## config.mk

```make
export PLATFORM = sky130hd
export DESIGN_NAME = lstat_back_flat
export DESIGN_NICKNAME = d
export VERILOG_FILES = /design/src/hw/rtl/lstat_pkg.sv /design/src/hw/rtl/lstat_if.sv /design/src/hw/rtl/lstat_div.sv /design/src/hw/rtl/lstat_back.sv /design/src/flat_wrapper.sv
export SDC_FILE = /design/constraint.sdc
export NUM_CORES = 2
export LEC_CHECK = 0
export BUFFER_PORTS_ARGS = -buffer_cell sky130_fd_sc_hd__buf_2
export CORE_MARGIN = 2
export CORE_UTILIZATION = 40
export CTS_BUF_LIST = sky130_fd_sc_hd__clkbuf_4 sky130_fd_sc_hd__clkbuf_8 sky130_fd_sc_hd__clkbuf_16
export CTS_CLUSTER_DIAMETER = 150
export DETAILED_ROUTE_END_ITERATION = 10
export GPL_ROUTABILITY_DRIVEN = 0
export GPL_TIMING_DRIVEN = 0
export PLACE_DENSITY = 0.6
export SLEW_MARGIN = 20
export SYNTH_ARGS = -nofsm -noshare
export SYNTH_HDL_FRONTEND = slang
export SYNTH_SLANG_ARGS = --single-unit
export TNS_END_PERCENT = 1
```

## constraint.sdc

```tcl
create_clock -name i_clk -period 30.3 [get_ports i_clk]
set_input_delay 3.03 -clock i_clk [delete_from_list [all_inputs] [get_ports i_clk]]
set_output_delay 3.03 -clock i_clk [all_outputs]
set_load 0.05 [all_outputs]
```

## src/hw/rtl/lstat_pkg.sv

```systemverilog
package lstat_pkg;

    localparam int NUM_CHANNELS_DEF = 16;
    localparam int OP_W             = 2;
    localparam int CH_W             = 4;
    localparam int DATA_W           = 32;
    localparam int TOTAL_W          = 2 * DATA_W;
    localparam int Q_DEPTH          = 2;

    localparam logic [OP_W-1:0] OP_PRODUCE = 2'd0;
    localparam logic [OP_W-1:0] OP_CONSUME = 2'd1;
    localparam logic [OP_W-1:0] OP_READ    = 2'd2;

    localparam logic [DATA_W-1:0] MAX_DATA = {DATA_W{1'b1}};

    typedef enum logic [1:0] {
        K_PRODUCE,
        K_CONSUME,
        K_READ
    } t_kind;

    // classified event handed from the front end to the back end
    typedef struct packed {
        t_kind             kind;
        logic              in_range;
        logic [CH_W-1:0]   channel;
        logic [DATA_W-1:0] delay;
    } t_cmd;

    // one row of the statistics table
    typedef struct packed {
        logic [DATA_W-1:0]  made;
        logic [DATA_W-1:0]  eaten;
        logic [DATA_W-1:0]  min_d;
        logic [DATA_W-1:0]  max_d;
        logic [TOTAL_W-1:0] total;
    } t_entry;

    typedef struct packed {
        logic [DATA_W-1:0] made_count;
        logic [DATA_W-1:0] eaten_count;
        logic [DATA_W-1:0] min_delay;
        logic [DATA_W-1:0] max_delay;
        logic [DATA_W-1:0] avg_delay;
        logic              has_delay;
        logic              mismatch;
    } t_result;

endpackage

```

## src/hw/rtl/lstat_if.sv

```systemverilog


interface lstat_out_if;
    logic                          valid;
    logic                          ready;
    logic [lstat_pkg::DATA_W-1:0]  made_count;
    logic [lstat_pkg::DATA_W-1:0]  eaten_count;
    logic [lstat_pkg::DATA_W-1:0]  min_delay;
    logic [lstat_pkg::DATA_W-1:0]  max_delay;
    logic [lstat_pkg::DATA_W-1:0]  avg_delay;
    logic                          has_delay;
    logic                          mismatch;

    modport source (output valid, output made_count, output eaten_count,
                    output min_delay, output max_delay, output avg_delay,
                    output has_delay, output mismatch, input ready);
    modport sink   (input valid, input made_count, input eaten_count,
                    input min_delay, input max_delay, input avg_delay,
                    input has_delay, input mismatch, output ready);
endinterface

```

## src/hw/rtl/lstat_div.sv

```systemverilog
module lstat_div (
    input  logic                           i_clk,
    input  logic                           i_rst_n,
    input  logic                           i_start,
    input  logic [lstat_pkg::TOTAL_W-1:0]  i_dividend,
    input  logic [lstat_pkg::DATA_W-1:0]   i_divisor,
    output logic                           o_done,
    output logic [lstat_pkg::DATA_W-1:0]   o_quotient
);

    localparam int DW    = lstat_pkg::DATA_W;
    localparam int CNT_W = $clog2(DW + 1);

    logic             r_busy;
    logic             r_done;
    logic [CNT_W-1:0] r_cnt;
    logic             r_sat;
    logic [DW-1:0]    r_rem;
    logic [DW-1:0]    r_quo;
    logic [DW-1:0]    r_div;

    logic [DW:0]      shifted;
    logic [DW:0]      diff;
    logic             ge;

    // one quotient bit per cycle, remainder stays below the divisor
    assign shifted = {r_rem, r_quo[DW-1]};
    assign diff    = shifted - {1'b0, r_div};
    assign ge      = (shifted >= {1'b0, r_div});

    always_ff @(posedge i_clk) begin
        if (!i_rst_n) begin
            r_busy <= 1'b0;
            r_done <= 1'b0;
            r_cnt  <= '0;
        end else begin
            r_done <= 1'b0;
            if (i_start) begin
                r_busy <= 1'b1;
                r_cnt  <= CNT_W'(DW);
            end else if (r_busy) begin
                if (r_sat || r_cnt == CNT_W'(1)) begin
                    r_busy <= 1'b0;
                    r_done <= 1'b1;
                end
                r_cnt <= r_cnt - 1'b1;
            end
        end
    end

    always_ff @(posedge i_clk) begin
        if (i_start) begin
            r_rem <= i_dividend[lstat_pkg::TOTAL_W-1:DW];
            r_quo <= i_dividend[DW-1:0];
            r_div <= i_divisor;
            // quotient does not fit when the upper half already reaches the divisor
            r_sat <= (i_dividend[lstat_pkg::TOTAL_W-1:DW] >= i_divisor);
        end else if (r_busy && !r_sat) begin
            r_rem <= ge ? diff[DW-1:0] : shifted[DW-1:0];
            r_quo <= {r_quo[DW-2:0], ge};
        end
    end

    assign o_done     = r_done;
    assign o_quotient = r_sat ? lstat_pkg::MAX_DATA : r_quo;

endmodule

```

## src/hw/rtl/lstat_back.sv

```systemverilog
module lstat_back #(
    parameter int NUM_CHANNELS = lstat_pkg::NUM_CHANNELS_DEF
) (
    input  logic            i_clk,
    input  logic            i_rst_n,
    input  logic            i_cmd_valid,
    output logic            o_cmd_ready,
    input  lstat_pkg::t_cmd i_cmd,
    lstat_out_if.source     o_out
);

    localparam int IDX_W = (NUM_CHANNELS > 1) ? $clog2(NUM_CHANNELS) : 1;
    localparam int DW    = lstat_pkg::DATA_W;
    localparam int TW    = lstat_pkg::TOTAL_W;

    typedef enum logic [2:0] {
        S_IDLE,
        S_UPD,
        S_START,
        S_WAIT,
        S_OUT
    } t_state;

    t_state                r_state;
    lstat_pkg::t_cmd       r_cmd;
    lstat_pkg::t_entry     r_ent;
    logic [DW-1:0]         r_avg;
    lstat_pkg::t_result    r_out;
    logic                  r_out_vld;

    lstat_pkg::t_entry     r_mem [NUM_CHANNELS];
    logic [NUM_CHANNELS-1:0] r_vld;
    lstat_pkg::t_entry     r_rd_data;
    logic                  r_rd_vld;

    logic [IDX_W-1:0]      rd_idx;
    logic [IDX_W-1:0]      wr_idx;
    logic                  wr_en;
    logic                  take;
    lstat_pkg::t_entry     old_ent;
    lstat_pkg::t_entry     n_ent;
    logic [TW:0]           sum;
    logic                  div_start;
    logic                  div_done;
    logic [DW-1:0]         div_quo;

    assign o_cmd_ready = (r_state == S_IDLE);
    assign take        = i_cmd_valid && o_cmd_ready;
    assign rd_idx      = IDX_W'(i_cmd.channel);
    assign wr_idx      = IDX_W'(r_cmd.channel);
    assign wr_en       = (r_state == S_UPD);

    // statistics table, registered read
    always_ff @(posedge i_clk) begin
        if (wr_en) begin
            r_mem[wr_idx] <= n_ent;
        end
        r_rd_data <= r_mem[rd_idx];
        r_rd_vld  <= r_vld[rd_idx];
    end

    always_ff @(posedge i_clk) begin
        if (!i_rst_n) begin
            r_vld <= '0;
        end else if (wr_en) begin
            r_vld[wr_idx] <= 1'b1;
        end
    end

    // read-modify-write of one row
    always_comb begin
        old_ent = r_rd_vld ? r_rd_data : '0;
        n_ent   = old_ent;
        sum     = {1'b0, old_ent.total} + (TW + 1)'(r_cmd.delay);
        unique case (r_cmd.kind)
            lstat_pkg::K_PRODUCE: begin
                if (old_ent.made != lstat_pkg::MAX_DATA) begin
                    n_ent.made = old_ent.made + 1'b1;
                end
            end
            lstat_pkg::K_CONSUME: begin
                if (old_ent.eaten == '0) begin
                    n_ent.min_d = r_cmd.delay;
                    n_ent.max_d = r_cmd.delay;
                    n_ent.total = TW'(r_cmd.delay);
                end else begin
                    if (r_cmd.delay < old_ent.min_d) begin
                        n_ent.min_d = r_cmd.delay;
                    end
                    if (r_cmd.delay > old_ent.max_d) begin
                        n_ent.max_d = r_cmd.delay;
                    end
                    n_ent.total = sum[TW] ? {TW{1'b1}} : sum[TW-1:0];
                end
                if (old_ent.eaten != lstat_pkg::MAX_DATA) begin
                    n_ent.eaten = old_ent.eaten + 1'b1;
                end
            end
            default: begin
                n_ent = old_ent;
            end
        endcase
    end

    assign div_start = (r_state == S_START) && (r_ent.eaten != '0);

    lstat_div u_div (
        .i_clk      (i_clk),
        .i_rst_n    (i_rst_n),
        .i_start    (div_start),
        .i_dividend (r_ent.total),
        .i_divisor  (r_ent.eaten),
        .o_done     (div_done),
        .o_quotient (div_quo)
    );

    always_ff @(posedge i_clk) begin
        if (!i_rst_n) begin
            r_state   <= S_IDLE;
            r_out_vld <= 1'b0;
        end else begin
            // in S_OUT the load below decides the flag
            if (o_out.ready && r_state != S_OUT) begin
                r_out_vld <= 1'b0;
            end
            unique case (r_state)
                S_IDLE: begin
                    if (take) begin
                        r_cmd <= i_cmd;
                        if (i_cmd.in_range) begin
                            r_state <= S_UPD;
                        end else begin
                            r_ent   <= '0;
                            r_avg   <= '0;
                            r_state <= S_OUT;
                        end
                    end
                end
                S_UPD: begin
                    r_ent   <= n_ent;
                    r_state <= S_START;
                end
                S_START: begin
                    if (r_ent.eaten != '0) begin
                        r_state <= S_WAIT;
                    end else begin
                        r_avg   <= '0;
                        r_state <= S_OUT;
                    end
                end
                S_WAIT: begin
                    if (div_done) begin
                        r_avg   <= div_quo;
                        r_state <= S_OUT;
                    end
                end
                S_OUT: begin
                    if (!r_out_vld || o_out.ready) begin
                        r_out.made_count  <= r_ent.made;
                        r_out.eaten_count <= r_ent.eaten;
                        r_out.has_delay   <= (r_ent.eaten != '0);
                        r_out.min_delay   <= (r_ent.eaten != '0) ? r_ent.min_d : '0;
                        r_out.max_delay   <= (r_ent.eaten != '0) ? r_ent.max_d : '0;
                        r_out.avg_delay   <= (r_ent.eaten != '0) ? r_avg : '0;
                        r_out.mismatch    <= (r_ent.made != r_ent.eaten);
                        r_out_vld         <= 1'b1;
                        r_state           <= S_IDLE;
                    end
                end
                default: begin
                    r_state <= S_IDLE;
                end
            endcase
        end
    end

    assign o_out.valid       = r_out_vld;
    assign o_out.made_count  = r_out.made_count;
    assign o_out.eaten_count = r_out.eaten_count;
    assign o_out.min_delay   = r_out.min_delay;
    assign o_out.max_delay   = r_out.max_delay;
    assign o_out.avg_delay   = r_out.avg_delay;
    assign o_out.has_delay   = r_out.has_delay;
    assign o_out.mismatch    = r_out.mismatch;

endmodule

```

## src/flat_wrapper.sv

```systemverilog
// flat-port wrapper written by rule: the top's interface ports become plain ports
module lstat_back_flat 
#(
    parameter int NUM_CHANNELS = lstat_pkg::NUM_CHANNELS_DEF
)
  (i_clk, i_rst_n, i_cmd_valid, o_cmd_ready, i_cmd, o_out_valid, o_out_made_count, o_out_eaten_count, o_out_min_delay, o_out_max_delay, o_out_avg_delay, o_out_has_delay, o_out_mismatch, o_out_ready);
  lstat_out_if o_out_i ();
  input  logic i_clk;
  input  logic i_rst_n;
  input  logic i_cmd_valid;
  output logic o_cmd_ready;
  input  lstat_pkg::t_cmd i_cmd;
  output wire logic [$bits(o_out_i.valid)-1:0] o_out_valid;
  output wire logic [$bits(o_out_i.made_count)-1:0] o_out_made_count;
  output wire logic [$bits(o_out_i.eaten_count)-1:0] o_out_eaten_count;
  output wire logic [$bits(o_out_i.min_delay)-1:0] o_out_min_delay;
  output wire logic [$bits(o_out_i.max_delay)-1:0] o_out_max_delay;
  output wire logic [$bits(o_out_i.avg_delay)-1:0] o_out_avg_delay;
  output wire logic [$bits(o_out_i.has_delay)-1:0] o_out_has_delay;
  output wire logic [$bits(o_out_i.mismatch)-1:0] o_out_mismatch;
  input wire logic [$bits(o_out_i.ready)-1:0] o_out_ready;
  assign o_out_valid = o_out_i.valid;
  assign o_out_made_count = o_out_i.made_count;
  assign o_out_eaten_count = o_out_i.eaten_count;
  assign o_out_min_delay = o_out_i.min_delay;
  assign o_out_max_delay = o_out_i.max_delay;
  assign o_out_avg_delay = o_out_i.avg_delay;
  assign o_out_has_delay = o_out_i.has_delay;
  assign o_out_mismatch = o_out_i.mismatch;
  assign o_out_i.ready = o_out_ready;
  lstat_back #(.NUM_CHANNELS(NUM_CHANNELS)) u_core (.i_clk(i_clk), .i_rst_n(i_rst_n), .i_cmd_valid(i_cmd_valid), .o_cmd_ready(o_cmd_ready), .i_cmd(i_cmd), .o_out(o_out_i));
endmodule
```

==> flow_metrics.py <==
metrics = {
    "run_status": {
        "outcome": "finished, violations left",
        "violations": "DRC",
    },
    "global_routing": {
        "use_met2_pct": 37.9,
        "busiest_layer": "met2",
        "use_met1_pct": 32.0,
        "grt_pass1_vias": 81154,
        "antenna_found_initial": 58,
        "grt_util_met3_pct": 5.13,
        "grt_usage_pct": 23.6,
        "grt_max_degree": 37,
        "grt_overflow": 0,
        "grt_first_pass_wirelength_um": 631000,
    },
    "power": {
        "p_per_area_mw_per_mm2": 66.3,
        "p_int_mw": 9.10,
        "seq_power_share_pct": 50.9,
        "clkPwrFrac_pct": 41.8,
        "p_sw_mw": 2.73,
        "p_leak_nw": 59.2,
        "switching_share_pct": 23.1,
        "vdd_ir_drop_max_mv": 0.0488,
        "p_comb_share_pct": 7.3,
    },
    "placement": {
        "dp.cells": 13190,
        "post-place-ws_ps": 21290,
        "place_area_mm2": 0.165,
        "port_buffers": 205,
        "hpwl_um": 321000,
    },
    "detailed_routing": {
        "num_vias": 82101,
        "wl_um": 456000,
        "drt_pre_antenna_iters": 11,
        "wl_per_cell_um": 32.7,
        "ant_nets": 0,
        "viasPerCell": 5.89,
        "drcViolationCount": 1,
        "drt-initial-drc-count": 12102,
    },
    "critical_path": {
        "reg2reg_slack_ps": 20790,
        "rr_worst_depth": 18,
        "end_kind": "flip-flop",
        "path_class": "flip-flop to flip-flop",
        "cp_slowest_stage_delay_ps": 950,
        "r2r_start": "u_core.r_rd_vld$_DFF_P_",
        "path_cells": "buf_2 -> buf_2 -> clkbuf_1 -> clkbuf_1 -> clkbuf_1 -> clkbuf_2 -> and2_1 -> ha_1 -> a211oi_1 -> o31a_1 -> o31a_1 -> a211oi_2 -> o21ai_1 -> clkbuf_1 -> buf_2 -> nand2_1 -> mux2i_1 -> nor2_1",
        "slowest_stage": "clkbuf_1",
        "worstPathArrival_ps": 10100,
        "cp.required_ps": 30890,
        "cp_max_fo": 16,
        "cp-start-kind": "flip-flop",
        "cpMostUsedCell": "clkbuf_1",
        "r2r-end": "u_core.r_mem[13][61]$_DFFE_PP_",
    },
    "clock_network": {
        "holdBufCountCts": 0,
        "cts.repair.resized": 0,
        "clkTransAtPathRegs_ps": 60,
        "insertion_delay_ps": 1000,
        "clock-root-buffer": "clkbuf_16",
        "cts_buffers": 393,
        "cts_max_level": 5,
        "cts_sinks": 3814,
        "clock_path_buffers": 4,
        "post_cts_buffers": 0,
        "cts_tree": "done",
    },
    "sta": {
        "rsz0062_at_grt": "false",
        "tightest_slew_ps": 1200,
        "hold_viol": 0,
        "skew_ps": 79.3,
        "setup_viol": 0,
        "maxClockFrequency_ghz": 0.105,
        "hold_ws_ps": 458,
        "period_needed_ps": 9510,
        "layout_setup_ws_ps": 20790,
        "final_max_slew_viol_count": 0,
        "maxSlewHeadroom_pct": 20.3,
        "fin_crit_sh_pct": 31.4,
    },
    "cells_and_area": {
        "final-instance-count-excl-fill": 13947,
        "layout_commonest_cell": "edfxtp_1",
        "layout_common_cells": "edfxtp_1 (3593), mux4_2 (942), nand2_1 (435)",
        "design_area_mm2": 0.178,
        "areaGrowthSynthToFinish_pct": 18.8,
        "drive_gt1_share_pct": 28.5,
        "fin_util_pct": 47.8,
        "nNetsFinal": 8824,
    },
    "logic_synthesis": {
        "yosysWarnings": 0,
        "synth_area_mm2": 0.150,
        "synth_async_sr_flop_share_pct": 0,
        "synth-edff-count": 3593,
        "syn_avg_cell_area_um2": 19.7,
        "synth_cells": 7607,
        "syn-num-nets": 7816,
        "synth_seq_cells": 3814,
        "synth-main-ff-cell": "edfxtp_1",
        "synth_cell_types": 79,
        "yosysSeqAreaShare_pct": 74.8,
    },
    "floorplan": {
        "die_w_um": 617,
        "die_h_um": 617,
        "dieArea_mm2": 0.380,
        "core_area_mm2": 0.373,
        "start_util_pct": 40.3,
        "fp-row-count": 224,
        "ios": 207,
    },
    "min_path": {
        "hold_end": "u_core.r_vld[13]$_SDFFE_PN0P_",
        "hp-class": "flip-flop to flip-flop",
        "min-delay-start": "u_core.r_vld[13]$_SDFFE_PN0P_",
        "whs_path_depth": 1,
    },
    "run": {
        "maxCapViolCount": 0,
    },
}
==> worst max path at each step <==
stage,startpoint,end,slack [ps]
floorplan,u_core.r_state[0]$_SDFFE_PN0P_,u_core.r_mem[0][0]$_DFFE_PP_,15270
global placement,u_core.r_state[0]$_SDFFE_PN0P_,u_core.r_mem[0][179]$_DFFE_PP_,-5990
detailed placement,u_core.r_rd_vld$_DFF_P_,u_core.r_mem[0][62]$_DFFE_PP_,21290
CTS,u_core.r_rd_vld$_DFF_P_,u_core.r_mem[12][62]$_DFFE_PP_,21260
global route,u_core.r_rd_vld$_DFF_P_,u_core.r_mem[2][61]$_DFFE_PP_,21060
finish,u_core.r_rd_vld$_DFF_P_,u_core.r_mem[13][61]$_DFFE_PP_,20790
==> state kept, by name, summed over array words and instances, names as in the netlist, 3 cells and up <==
register	count
u_core.o_out.eaten_count	32
u_core.r_avg	32
u_core.r_cmd	34
u_core.r_vld	16
u_core.r_mem	3072
u_core.o_out.max_delay	32
u_core.o_out.min_delay	32
u_core.u_div.r_rem	32
u_core.o_out.avg_delay	32
u_core.r_rd_data	192
u_core.wr_idx	4
u_core.r_ent	192
u_core.o_out.made_count	32
u_core.u_div.r_cnt	6
u_core.u_div.r_quo	32
u_core.r_state	3
u_core.u_div.r_div	32
==> Yosys cell counts (all sizes together), types with 44 or more instances <==
cell type | count | area share, %
edfxtp | 3593 | 72
buf | 107 | 0.29
a21oi | 149 | 0.50
inv | 163 | 0.41
nor2 | 257 | 0.64
mux4 | 942 | 14
dfxtp | 221 | 2.9
clkbuf | 253 | 0.63
xor2 | 46 | 0.27
mux2i | 96 | 0.64
nor3 | 75 | 0.26
ha | 164 | 1.4
and2 | 241 | 1.0
nand3 | 92 | 0.31
nand2 | 435 | 1.1
nand4 | 68 | 0.28
xnor2 | 106 | 0.62
o21ai | 94 | 0.31
nor2b | 75 | 0.31
a211oi | 44 | 0.22
==> per-layer routing <==
| metal | wire, um | part of all wire, % | vias to the layer above |
|---|---|---|---|
| met5 | 68 | 0.015 | - |
| met4 | 17800 | 3.9 | 12 |
| met3 | 46800 | 10 | 908 |
| met2 | 215000 | 47 | 4722 |
| met1 | 176000 | 39 | 43511 |
| li1 | - | - | 32948 |
==> area by class of cell <==
class / count / area (um2)
clock inverter: 192 / 2060
clock buffer: 540 / 11300
tap: 4972 / 6220
buffer: 360 / 1530
timing repair buffer: 613 / 7670
sequential: 3814 / 112000
multi-input combinational: 3269 / 36600
inverter: 164 / 616
fill: 30450 / 195000
antenna: 23 / 57.6
==> power groups by stage <==
stage	clock network (mW)	registers, mW	logic (mW)
6_report	4.95	6.02	0.861
5_1_grt	5.21	6.02	0.911
4_1_cts	5.01	6.01	0.852
3_5_place_dp	0	6.12	0.848
3_3_place_gp	0	6.17	0.769
2_1_floorplan	0	6.10	0.480
==> metrics by stage <==
step	TNS [ps]	power, mW
after floorplan	0	6.58
after global placement	-4190230	6.94
after detailed placement	0	6.97
after CTS	0	11.9
after global routing	0	12.1
final	0	11.8
==> logic make-up after synthesis <==
logic type	share of synthesized area, %
flip-flops	74.8
AND/OR/NAND/NOR	4.53
multiplexers	14.8
AO/OA/AOI/OAI	2.25
buffers and inverters	1.33
adder cells (fa/ha/maj)	1.39
XOR/XNOR	0.887
==> worst max-delay path: cells and delay by family (launching register included) <==
kind / cells / cell delay, ps
AO/OA/AOI/OAI: 5 / 1850
adder cells (fa/ha/maj): 1 / 250
buffers and inverters: 8 / 5240
flip-flops: 1 / 300
multiplexers: 1 / 150
AND/OR/NAND/NOR: 3 / 1270
No activity file was read; power rests on OpenSTA's default activity.
